## config.mk

```make
export PLATFORM = sky130hd
export DESIGN_NAME = page_replacement_fifo_lru_core
export DESIGN_NICKNAME = d
export VERILOG_FILES = /design/src/design/prf_pkg.sv /design/src/design/prf_cell.sv /design/src/design/prf_apb_regs.sv /design/src/design/page_replacement_fifo_lru_core.sv
export SDC_FILE = /design/constraint.sdc
export NUM_CORES = 2
export LEC_CHECK = 0
export BUFFER_PORTS_ARGS = -buffer_cell sky130_fd_sc_hd__buf_2
export CAP_MARGIN = 40
export CORE_ASPECT_RATIO = 0.9
export CORE_UTILIZATION = 50
export CTS_CLUSTER_DIAMETER = 50
export DETAILED_ROUTE_END_ITERATION = 16
export PLACE_DENSITY = 0.63
export SLEW_MARGIN = 0
export SYNTH_ARGS = -nofsm -noshare
export SYNTH_HDL_FRONTEND = slang
export SYNTH_SLANG_ARGS = --single-unit
export TNS_END_PERCENT = 50
```

## constraint.sdc

```tcl
create_clock -name i_clk -period 6.9 [get_ports i_clk]
set_input_delay 1.035 -clock i_clk [delete_from_list [all_inputs] [get_ports i_clk]]
set_output_delay 1.035 -clock i_clk [all_outputs]
set_load 0.01 [all_outputs]
```

## src/design/prf_pkg.sv

```systemverilog
`default_nettype none

package prf_pkg;

    localparam int MAX_FRAMES = 16;
    localparam int PAGE_BITS  = 16;
    localparam int IDX_W      = (MAX_FRAMES > 1) ? $clog2(MAX_FRAMES) : 1;
    localparam int AGE_W      = 8;
    localparam int CNT_W      = 32;
    localparam int FRAMES_W   = 5;
    localparam int APB_ADDR_W = 3;
    localparam int APB_DATA_W = 32;

    localparam logic [AGE_W-1:0]    AGE_MAX       = '1;
    localparam logic [CNT_W-1:0]    CNT_MAX       = '1;
    localparam logic [FRAMES_W-1:0] FRAMES_RESET  = 5'd16;

    typedef enum logic [0:0] {
        REG_POLICY = 1'b0,
        REG_FRAMES = 1'b1
    } t_reg_idx;

    typedef enum logic [0:0] {
        POLICY_FIFO = 1'b0,
        POLICY_LRU  = 1'b1
    } t_policy;

    typedef struct packed {
        logic [15:0] page_number;
        logic        final_ref;
    } t_in_beat;

    typedef struct packed {
        logic        hit;
        logic        victim_valid;
        logic [15:0] victim_page;
        logic [31:0] fault_count;
        logic [31:0] hit_count;
        logic        run_done;
    } t_out_beat;

    typedef struct packed {
        t_policy             policy_mode;
        logic [FRAMES_W-1:0] frames_in_use;
    } t_cfg;

    // Search record that walks along the frame cells.
    typedef struct packed {
        logic [PAGE_BITS-1:0] page;
        logic                 final_ref;
        logic                 found;
        logic [IDX_W-1:0]     found_idx;
        logic [AGE_W-1:0]     found_age;
        logic                 empty_found;
        logic [IDX_W-1:0]     empty_idx;
        logic [IDX_W-1:0]     best_idx;
        logic [AGE_W-1:0]     best_age;
        logic [PAGE_BITS-1:0] best_page;
    } t_rec;

    // Update broadcast to every cell.
    typedef struct packed {
        logic                 clr;
        logic                 hit_lru;
        logic                 load;
        logic [IDX_W-1:0]     slot;
        logic [AGE_W-1:0]     ref_age;
        logic [PAGE_BITS-1:0] page;
    } t_upd;

    function automatic logic [PAGE_BITS-1:0] to_page(input logic [15:0] x);
        logic [47:0] w;
        w = {32'b0, x};
        return w[PAGE_BITS-1:0];
    endfunction

    function automatic logic [15:0] from_page(input logic [PAGE_BITS-1:0] p);
        logic [47:0] w;
        w = 48'(p);
        return w[15:0];
    endfunction

endpackage

`default_nettype wire

```

## src/design/prf_cell.sv

```systemverilog
`default_nettype none

module prf_cell (
    input  wire logic                       i_clk,
    input  wire logic                       i_rst_n,
    input  wire logic [prf_pkg::IDX_W-1:0]  i_idx,
    input  wire logic                       i_active,
    input  wire prf_pkg::t_upd              i_upd,
    input  wire logic                       i_tok,
    input  wire prf_pkg::t_rec              i_rec,
    output logic                            o_tok,
    output prf_pkg::t_rec                   o_rec
);

    logic [prf_pkg::PAGE_BITS-1:0] r_page, n_page;
    logic                          r_valid, n_valid;
    logic [prf_pkg::AGE_W-1:0]     r_age, n_age;
    logic [prf_pkg::AGE_W-1:0]     age_inc;
    logic                          r_tok;
    prf_pkg::t_rec                 r_rec, n_rec;

    assign age_inc = (r_age == prf_pkg::AGE_MAX) ? r_age : r_age + 1'b1;

    // Search: first matching frame, first empty frame, oldest frame.
    always_comb begin
        n_rec = i_rec;
        if (i_active) begin
            if (!i_rec.found && r_valid && (r_page == i_rec.page)) begin
                n_rec.found     = 1'b1;
                n_rec.found_idx = i_idx;
                n_rec.found_age = r_age;
            end
            if (!i_rec.empty_found && !r_valid) begin
                n_rec.empty_found = 1'b1;
                n_rec.empty_idx   = i_idx;
            end
            // Strict compare keeps the lowest index on equal ages.
            if ((i_idx == '0) || (r_age > i_rec.best_age)) begin
                n_rec.best_idx  = i_idx;
                n_rec.best_age  = r_age;
                n_rec.best_page = r_page;
            end
        end
    end

    always_comb begin
        n_page  = r_page;
        n_valid = r_valid;
        n_age   = r_age;
        if (i_upd.clr) begin
            n_valid = 1'b0;
            n_age   = '0;
        end else if (i_upd.load) begin
            if (i_idx == i_upd.slot) begin
                n_page  = i_upd.page;
                n_valid = 1'b1;
                n_age   = '0;
            end else if (i_active && r_valid) begin
                n_age = age_inc;
            end
        end else if (i_upd.hit_lru) begin
            if (i_idx == i_upd.slot) begin
                n_age = '0;
            end else if (i_active && r_valid && (r_age < i_upd.ref_age)) begin
                n_age = age_inc;
            end
        end
    end

    always_ff @(posedge i_clk) begin
        if (!i_rst_n) begin
            r_valid <= 1'b0;
            r_age   <= '0;
            r_tok   <= 1'b0;
        end else begin
            r_valid <= n_valid;
            r_age   <= n_age;
            r_tok   <= i_tok;
        end
    end

    always_ff @(posedge i_clk) begin
        r_page <= n_page;
        r_rec  <= n_rec;
    end

    assign o_tok = r_tok;
    assign o_rec = r_rec;

endmodule

`default_nettype wire

```

## src/design/prf_apb_regs.sv

```systemverilog
`default_nettype none

module prf_apb_regs (
    input  wire logic                            i_clk,
    input  wire logic                            i_rst_n,
    input  wire logic                            psel,
    input  wire logic                            penable,
    input  wire logic                            pwrite,
    input  wire logic [prf_pkg::APB_ADDR_W-1:0]  paddr,
    input  wire logic [prf_pkg::APB_DATA_W-1:0]  pwdata,
    output logic      [prf_pkg::APB_DATA_W-1:0]  prdata,
    output logic                                 pready,
    output prf_pkg::t_cfg                        o_cfg
);

    prf_pkg::t_cfg     r_cfg, n_cfg;
    prf_pkg::t_reg_idx reg_idx;
    logic              wr_en;

    assign reg_idx = prf_pkg::t_reg_idx'(paddr[2]);
    assign wr_en   = psel && penable && pwrite;
    assign pready  = 1'b1;

    always_comb begin
        n_cfg = r_cfg;
        if (wr_en) begin
            case (reg_idx)
                prf_pkg::REG_POLICY: n_cfg.policy_mode   = prf_pkg::t_policy'(pwdata[0]);
                prf_pkg::REG_FRAMES: n_cfg.frames_in_use = pwdata[prf_pkg::FRAMES_W-1:0];
                default:             n_cfg = r_cfg;
            endcase
        end
    end

    always_ff @(posedge i_clk) begin
        if (!i_rst_n) begin
            r_cfg.policy_mode   <= prf_pkg::POLICY_FIFO;
            r_cfg.frames_in_use <= prf_pkg::FRAMES_RESET;
        end else begin
            r_cfg <= n_cfg;
        end
    end

    always_comb begin
        case (reg_idx)
            prf_pkg::REG_POLICY: prdata = {31'b0, r_cfg.policy_mode};
            prf_pkg::REG_FRAMES: prdata = {27'b0, r_cfg.frames_in_use};
            default:             prdata = '0;
        endcase
    end

    assign o_cfg = r_cfg;

endmodule

`default_nettype wire

```

## src/design/page_replacement_fifo_lru_core.sv

```systemverilog
// FIFO / LRU page replacement over a row of frame cells.
// Input channel (i_in_valid, o_in_ready, i_in_data) takes one page reference
// per beat; the output channel (o_out_valid, i_out_ready, o_out_data) returns
// one result beat per reference: hit or fault, the evicted page, and the
// saturating fault and hit counts of the current sequence.
// The APB port holds the policy mode (address 0) and the active frame count
// (address 4); write them only while the block is idle.
// A reference walks the cell chain one frame per cycle, gathering the first
// match, the first empty frame and the oldest frame, and the update is then
// broadcast to all cells at once. The reference passes through the input
// register, the cell registers and the tail register; one reference is in
// flight at a time, and a new one is taken only when the last has finished.
// When the receiver stalls, the previous result stays in the output
// register and the finished search waits in the tail register, its update
// held until the output register is free.
// Reset empties all frames, clears ages and counts, selects FIFO and sets
// the active count to 16. The reference after a final_ref beat starts a new
// sequence: frames are emptied and counts cleared before it is handled.
`default_nettype none

module page_replacement_fifo_lru_core (
    input  wire logic                            i_clk,
    input  wire logic                            i_rst_n,
    input  wire logic                            i_in_valid,
    output logic                                 o_in_ready,
    input  wire prf_pkg::t_in_beat               i_in_data,
    output logic                                 o_out_valid,
    input  wire logic                            i_out_ready,
    output prf_pkg::t_out_beat                   o_out_data,
    input  wire logic                            psel,
    input  wire logic                            penable,
    input  wire logic                            pwrite,
    input  wire logic [prf_pkg::APB_ADDR_W-1:0]  paddr,
    input  wire logic [prf_pkg::APB_DATA_W-1:0]  pwdata,
    output logic      [prf_pkg::APB_DATA_W-1:0]  prdata,
    output logic                                 pready
);

    localparam int M = prf_pkg::MAX_FRAMES;

    prf_pkg::t_cfg      cfg;
    logic [M:0]         w_tok;
    prf_pkg::t_rec      w_rec [M+1];
    logic [M-1:0]       active;
    prf_pkg::t_upd      upd;

    logic               r_busy, n_busy;
    logic               r_seq_ended, n_seq_ended;
    logic [prf_pkg::CNT_W-1:0] r_fault_cnt, n_fault_cnt;
    logic [prf_pkg::CNT_W-1:0] r_hit_cnt, n_hit_cnt;
    logic               r_inj_tok;
    prf_pkg::t_rec      r_inj, n_inj;
    logic               r_tail_tok, n_tail_tok;
    prf_pkg::t_rec      r_tail;
    logic               r_out_valid, n_out_valid;
    prf_pkg::t_out_beat r_out, n_out;

    logic               accept;
    logic               finish;
    logic               seq_clear;

    prf_apb_regs u_regs (
        .i_clk   (i_clk),
        .i_rst_n (i_rst_n),
        .psel    (psel),
        .penable (penable),
        .pwrite  (pwrite),
        .paddr   (paddr),
        .pwdata  (pwdata),
        .prdata  (prdata),
        .pready  (pready),
        .o_cfg   (cfg)
    );

    assign o_in_ready = !r_busy;
    assign accept     = i_in_valid && o_in_ready;
    assign finish     = r_tail_tok && (!r_out_valid || i_out_ready);
    assign seq_clear  = accept && r_seq_ended;

    assign w_tok[0] = r_inj_tok;
    assign w_rec[0] = r_inj;

    genvar g;
    generate
        for (g = 0; g < M; g++) begin : g_cell
            // A count of zero still uses frame 0; counts above the row use all.
            assign active[g] = (g == 0) ? 1'b1
                             : (32'(cfg.frames_in_use) > 32'(g));

            prf_cell u_cell (
                .i_clk    (i_clk),
                .i_rst_n  (i_rst_n),
                .i_idx    (prf_pkg::IDX_W'(g)),
                .i_active (active[g]),
                .i_upd    (upd),
                .i_tok    (w_tok[g]),
                .i_rec    (w_rec[g]),
                .o_tok    (w_tok[g+1]),
                .o_rec    (w_rec[g+1])
            );
        end
    endgenerate

    always_comb begin
        n_inj             = '0;
        n_inj.page        = prf_pkg::to_page(i_in_data.page_number);
        n_inj.final_ref   = i_in_data.final_ref;
    end

    // Replacement decision from the finished search record.
    always_comb begin
        upd         = '0;
        upd.clr     = seq_clear;
        upd.page    = r_tail.page;
        upd.ref_age = r_tail.found_age;
        n_out       = r_out;
        n_fault_cnt = r_fault_cnt;
        n_hit_cnt   = r_hit_cnt;
        if (seq_clear) begin
            n_fault_cnt = '0;
            n_hit_cnt   = '0;
        end
        if (r_tail.found) begin
            upd.slot    = r_tail.found_idx;
            upd.hit_lru = finish && (cfg.policy_mode == prf_pkg::POLICY_LRU);
        end else begin
            upd.slot = r_tail.empty_found ? r_tail.empty_idx : r_tail.best_idx;
            upd.load = finish;
        end
        if (finish) begin
            if (r_tail.found) begin
                if (r_hit_cnt != prf_pkg::CNT_MAX) begin
                    n_hit_cnt = r_hit_cnt + 1'b1;
                end
            end else if (r_fault_cnt != prf_pkg::CNT_MAX) begin
                n_fault_cnt = r_fault_cnt + 1'b1;
            end
            n_out.hit          = r_tail.found;
            n_out.victim_valid = !r_tail.found && !r_tail.empty_found;
            n_out.victim_page  = (!r_tail.found && !r_tail.empty_found)
                               ? prf_pkg::from_page(r_tail.best_page) : 16'd0;
            n_out.fault_count  = n_fault_cnt;
            n_out.hit_count    = n_hit_cnt;
            n_out.run_done     = r_tail.final_ref;
        end
    end

    always_comb begin
        n_busy      = r_busy;
        n_seq_ended = r_seq_ended;
        n_tail_tok  = r_tail_tok;
        n_out_valid = r_out_valid;
        if (accept) begin
            n_busy      = 1'b1;
            n_seq_ended = 1'b0;
        end
        if (w_tok[M]) begin
            n_tail_tok = 1'b1;
        end
        if (finish) begin
            n_busy      = 1'b0;
            n_tail_tok  = 1'b0;
            n_out_valid = 1'b1;
            n_seq_ended = r_tail.final_ref;
        end else if (i_out_ready) begin
            n_out_valid = 1'b0;
        end
    end

    always_ff @(posedge i_clk) begin
        if (!i_rst_n) begin
            r_busy      <= 1'b0;
            r_seq_ended <= 1'b0;
            r_fault_cnt <= '0;
            r_hit_cnt   <= '0;
            r_inj_tok   <= 1'b0;
            r_tail_tok  <= 1'b0;
            r_out_valid <= 1'b0;
        end else begin
            r_busy      <= n_busy;
            r_seq_ended <= n_seq_ended;
            r_fault_cnt <= n_fault_cnt;
            r_hit_cnt   <= n_hit_cnt;
            r_inj_tok   <= accept;
            r_tail_tok  <= n_tail_tok;
            r_out_valid <= n_out_valid;
        end
    end

    always_ff @(posedge i_clk) begin
        if (accept) begin
            r_inj <= n_inj;
        end
        if (w_tok[M]) begin
            r_tail <= w_rec[M];
        end
        r_out <= n_out;
    end

    assign o_out_valid = r_out_valid;
    assign o_out_data  = r_out;

`ifndef SYNTHESIS
    a_one_token: assert property (@(posedge i_clk) disable iff (!i_rst_n)
        $countones({r_tail_tok, w_tok}) <= 1)
        else $error("more than one reference in the cell chain");

    a_idle_empty: assert property (@(posedge i_clk) disable iff (!i_rst_n)
        !r_busy |-> ((w_tok == '0) && !r_tail_tok))
        else $error("search token present while idle");

    a_finish_out: assert property (@(posedge i_clk) disable iff (!i_rst_n)
        finish |=> r_out_valid)
        else $error("finished reference produced no result");

    a_hit_no_victim: assert property (@(posedge i_clk) disable iff (!i_rst_n)
        r_out_valid |-> !(r_out.hit && r_out.victim_valid))
        else $error("hit reported with an evicted page");

    a_clear_counts: assert property (@(posedge i_clk) disable iff (!i_rst_n)
        seq_clear |=> ((r_fault_cnt == '0) && (r_hit_cnt == '0)))
        else $error("counts not cleared at sequence start");
`endif

endmodule

`default_nettype wire
```

== Word level (Yosys, flattened, before mapping) ==
Index checks and enable logic that the tools add are counted.

* $add $sub $neg: 18
* $lt $le $gt $ge: 46
* Equality and inequality tests: 65
* Mux-type cells: 189
* Bitwise gates (word level): 3
* Reductions and logical operators: 206

{| class="wikitable"
|+ Operator list
! kind !! number
|-
| two-way mux 8 bit || 112
|-
| two-way mux 46 bit || 15
|-
| two-way mux 28 bit || 14
|-
| equality test 16 bit || 16
|-
| two-way mux 32 bit || 8
|-
| two-way mux 13 bit || 15
|-
| adder 8 x 1 -> 8 bit (second input constant) || 16
|-
| equality test 8 bit (second input constant) || 16
|-
| < comparator 8 bit || 16
|-
| greater-than comparator 8 bit || 15
|-
| AND reduction 3 bit || 32
|-
| logical AND 1 bit || 84
|-
| two-way mux 5 bit || 15
|-
| adder 32 x 1 -> 32 bit (second input constant) || 2
|-
| inequality test 32 bit (second input constant) || 2
|-
| case mux 32 bit (2 select lines) || 1
|-
| zero test 1 bit || 49
|-
| nonzero test 3 bit || 16
|-
| inequality test 3 x 1 -> 1 bit (second input constant) || 15
|-
| greater-than comparator 5 x 4 -> 1 bit (second input constant) || 8
|-
| AND reduction 2 bit || 18
|-
| equality test 4 bit (first input constant) || 8
|-
| two-way mux 25 bit || 1
|-
| greater-than comparator 5 x 3 -> 1 bit (second input constant) || 4
|-
| other kinds (13) || 29
|}

* Bits in registers: 1,634
* Input port bits: 59
* Output and inout port bits: 118
* Word-level logic and storage cells: 773

== Logic depth before layout (Yosys ltp) ==
* Word-level depth: 7
* Mapped depth: 10
* Mapped depth without buffers: 8

== Hierarchy ==
Synthesis repeated with hierarchy kept, for this count alone.

* Cells, all modules: 5,416
* Area total of the unflattened synthesis: 66,030.8 um^2

{| class="wikitable"
|+ By module, submodules not included
! module !! instances !! cells each !! area an instance (um^2) !! seq. area each (um^2)
|-
| prf_cell (g_cell[0].u_cell ...) || 12 || 270 || 3,447.1 || 1,941.9
|-
| prf_cell (g_cell[6].u_cell ...) || 4 || 289 || 3,502.1 || 1,941.9
|-
| page_replacement_fifo_lru_core || 1 || 958 || 10,138.5 || 6,035.8
|-
| prf_apb_regs || 1 || 62 || 519.2 || 120.1
|}

== Least setup slack after synthesis ==
Ideal clock, no wire load.

* Path kind: input to register
* From: input port i_out_ready
* To: register r_hit_cnt[13] (netlist bit)
* Setup time: 136 ps
* Arrival time: 3,906 ps
* Required time: 6,764 ps
* Path slack: 2,858 ps
* Stages on the path: 7
* Buffers on the path: 1
* Cells stage by stage: nand2b_4 nand2_1 inv_1 nor2_1 a21oi_1 clkbuf_1 a31oi_1

* Longest elaborated chain between the ends: 3

{| class="wikitable"
|+ RTL lines
! item !! line !! text
|-
| start, declared || page_replacement_fifo_lru_core.sv:28 || <nowiki>input wire logic i_out_ready,</nowiki>
|-
| logical OR 1 bit || page_replacement_fifo_lru_core.sv:77 || <nowiki>assign finish = r_tail_tok && (!r_out_valid || i_out_ready);</nowiki>
|-
| logical AND 1 bit || page_replacement_fifo_lru_core.sv:77 ||
|-
| net finish || page_replacement_fifo_lru_core.sv:59 || <nowiki>logic finish;</nowiki>
|-
| two-way mux 32 bit || page_replacement_fifo_lru_core.sv:130 || <nowiki>if (finish) begin</nowiki>
|-
| end signal, assigned || page_replacement_fifo_lru_core.sv:183 || <nowiki>r_hit_cnt <= n_hit_cnt;</nowiki>
|-
| end, declared || page_replacement_fifo_lru_core.sv:50 || <nowiki>logic [prf_pkg::CNT_W-1:0] r_hit_cnt, n_hit_cnt;</nowiki>
|}

The timed path passes the listed nets, and every way through them passes these cells.
A chain may end at the register's enable or synchronous reset.

== Worst setup path in the final report ==
* From: register r_tail[45] (netlist bit)
* To: register g_cell[1].u_cell.r_page[6] (netlist bit), enable pin

* Longest elaborated chain between the ends: 3
* Elaborated cells on any way between the ends: 4
* Those cells by class: eq/ne: 1; mux: 2; reduce/logical: 1

{| class="wikitable"
|+ RTL lines
! item !! line !! text
|-
| start, declared || page_replacement_fifo_lru_core.sv:54 || <nowiki>prf_pkg::t_rec r_tail;</nowiki>
|-
| start signal, assigned || page_replacement_fifo_lru_core.sv:195 || <nowiki>r_tail <= w_rec[M];</nowiki>
|-
| two-way mux 4 bit || page_replacement_fifo_lru_core.sv:123 || <nowiki>if (r_tail.found) begin</nowiki>
|-
| equality test 1 x 4 -> 1 bit || prf_cell.sv:54 || <nowiki>if (i_idx == i_upd.slot) begin</nowiki>
|-
| AND reduction 3 bit (no line) (*) || - ||
|-
| end signal, assigned || prf_cell.sv:83 || <nowiki>r_page <= n_page;</nowiki>
|-
| end, declared || prf_cell.sv:15 || <nowiki>logic [prf_pkg::PAGE_BITS-1:0] r_page, n_page;</nowiki>
|}

Every way passes the cells marked *; elsewhere a longest branch is shown, timed or not.

==> flow_summary.ini <==
[outcome]
status = finished, final reports clean

[cells_and_area]
nNetsFinal = 5565
area_growth_pct = 13.12
stdcell_count = 6994
drive_gt1_share_pct = 21.00
regArea_sq_um = 36170
fillers = 10009
fin_util_pct = 57.15
multi_input_area_sq_um = 23560

[power]
p_switching_mw = 3.942
switching_share_pct = 20.71
p_seq_share_pct = 52.3
pwr-share-clk_pct = 45.6
leakage_nw = 27.19
irDropWorstVdd_mv = 0.2640
power.density_nw_per_um2 = 275.0
combPwrFrac_pct = 2.2
p_int_mw = 15.09

[die]
fp-row-count = 121
die_y_um = 333.9
core-area_sq_um = 121100
pin_count = 177
die_area_sq_um = 123800
die_w_um = 370.7
start_util_pct = 50.52

[setup_path]
r2r_slack_ns = 3.18
cp.arrival_ns = 4.18
required_ns = 7.36
end_kind = register
startpoint = r_tail[45]$_DFFE_PP_
worstPathMaxFanout = 23
r2r-start = r_tail[45]$_DFFE_PP_
start_kind = register
worstSetupPathType = register to register

[cts]
htreeDepth = 4
cts_tree = built
clkLatencyLatePin_ns = 0.79
clk_pin_slew_ns = 0.06
postCtsSetupBuffers = 0
numCtsBuffers = 161
ctsHoldBuffers = 0
cts_resized = 0
clk_path_buf_depth = 3
cts_root_buffer = clkbuf_16
cts_sinks = 1601

[job]
maxCapViolCount = 0

[placed_design]
dp_slack_ns = 2.877
dpl.cell_count = 6692
numPortBuffers = 119
gp_congestion = 0.8918
dp_hpwl_um = 100900

[synth]
ys.warnings.count = 0
synthCells = 5054
ys_ff_latch = 1601
synth_edf_count = 411
syn_area_sq_um = 61190
synth.distinct_cells = 95
yosysSeqAreaShare_pct = 59.11
syn_avg_cell_area_sq_um = 12.11
ys.flop_type = dfxtp_1
synthArstFlopShare_pct = 0

[timing]
fin_crit_sh_pct = 53.92
relSlewSlack_pct = 31.27
hold_viol = 0
fmax_mhz = 268.8
setup_viol = 0
worst_slew_pin_slew_ns = 1.022
report.final.slew_viol_count = 0
finClkSkew_ns = 0.02538
setup_tns_ns = 0
rsz0062_at_grt = no
finalCriticalPeriod_ns = 3.721
setup_slack_ns = 3.179

[worst_hold_path]
holdCritStartpoint = g_cell[11].u_cell.o_rec[46]$_DFF_P_
hold_class = register to register

[grt]
grt_pass1_vias = 37739
grt_first_pass_wirelength_um = 219400
grt_usage_pct = 22.78
antenna_found_initial = 2
grt_start_max_net_pins = 55
gr-total-overflow = 0

[route]
drt_iter0_drc = 3081
antenna_left = 0
wire_per_inst_um = 20.23
drtPass1Iterations = 6
wl_um = 141500
drc = 0
vias = 38275
viasPerCell = 5.473
[kinds of logic after synthesis]
| group | share of synthesized area (%) |
|---|---|
| AO/OA/AOI/OAI | 7.975 |
| XOR/XNOR | 3.851 |
| adder cells (fa/ha/maj) | 5.112 |
| buffers and inverters | 2.757 |
| flip-flops | 59.11 |
| multiplexers | 9.241 |
| other | 0.01227 |
| AND/OR/NAND/NOR | 11.95 |
[worst max-delay path, stage by stage (launching register included)]
cell,delay (ns)
edfxtp_1,0.69
inv_2,0.32
and3_2,0.69
buf_4,0.38
nand2_1,0.57
nor2_1,0.36
buf_4,0.33
[Yosys cell counts, drive strengths merged, types with 124 or more instances]
library cell / number / area [sq um]
xnor2: 124 / 1086
nor2: 148 / 563.0
inv: 164 / 615.6
ha: 250 / 3128
o21ai: 130 / 669.4
dfxtp: 1190 / 23820
a21oi: 187 / 950.9
nand3: 157 / 790.8
nand2: 254 / 953.4
mux2: 463 / 5214
xor2: 145 / 1270
buf: 132 / 755.7
edfxtp: 411 / 12340
[final cells by class]
cell class	instances	area share, %
antenna	1	0.003616
clock buffer	237	6.853
clock inverter	64	0.8948
inverter	164	0.8930
multi-input combinational	3100	34.03
sequential	1601	52.25
tap	1599	2.891
timing repair buffer	228	2.177
[power groups by stage]
stage | combinational, mW | clock (mW) | sequential (mW)
2_1_floorplan | 0.318 | 0 | 10.1
3_3_place_gp | 0.405 | 0 | 10.2
3_5_place_dp | 0.409 | 0 | 10.2
4_1_cts | 0.415 | 8.85 | 9.95
5_1_grt | 0.448 | 9.26 | 9.97
6_report | 0.410 | 8.67 | 9.95
[placed cells by master (no fill, tap or decap), drive strengths merged, types with 124 or more instances in the layout]
master	netlist	final
dfxtp	1190	1190
mux2	463	463
edfxtp	411	411
nand2	254	254
ha	250	250
clkbuf	83	237
buf	132	228
a21oi	187	187
inv	164	181
nand3	157	157
nor2	148	148
xor2	145	145
o21ai	130	130
xnor2	124	124
[flip-flops by register name, indices dropped and copies added, names as in the netlist, 6 cells and up]
register and count:
g_cell.u_cell.r_valid 16, r_inj 17, g_cell.u_cell.r_age 128, g_cell.u_cell.o_rec 955, r_hit_cnt 32, r_fault_cnt 32
u_regs.o_cfg 6, r_tail 55, g_cell.u_cell.r_page 256, o_out_data 83, g_cell.u_cell.o_tok 16
[per-stage QoR]
| stage | hold slack (ns) | cell area, sq um | total power, mW |
|---|---|---|---|
| floorplan | 0.3096 | 61280 | 10.43 |
| global placement | 0.3107 | 63580 | 10.56 |
| detailed placement | 0.3121 | 63850 | 10.57 |
| CTS | 0.3157 | 69210 | 19.22 |
| global route | 0.3268 | 69210 | 19.68 |
| finish | 0.3130 | 69210 | 19.04 |
[metal layers]
layer | wire length (um) | share of wire [%] | GRT usage (%) | up-vias
met2 | 63250 | 45 | 35.43 | 1130
met5 | 0 | 0 | 0 | -
met3 | 7803 | 5.5 | 3.657 | 218
li1 | - | - | - | 18712
met1 | 66710 | 47 | 32.19 | 18215
met4 | 3758 | 2.7 | 7.749 | 0
[worst paths after layout]
path / endpoint / depth (start not counted)
setup / recovery: g_cell[1].u_cell.r_page[6]$_DFFE_PP_ / 6
hold / removal: g_cell[12].u_cell.o_rec[46]$_DFF_P_ / 0
setup reg to reg: g_cell[1].u_cell.r_page[6]$_DFFE_PP_ / 6
hold reg to reg: g_cell[12].u_cell.o_rec[46]$_DFF_P_ / 0
Power figures use the tool's default switching activity.
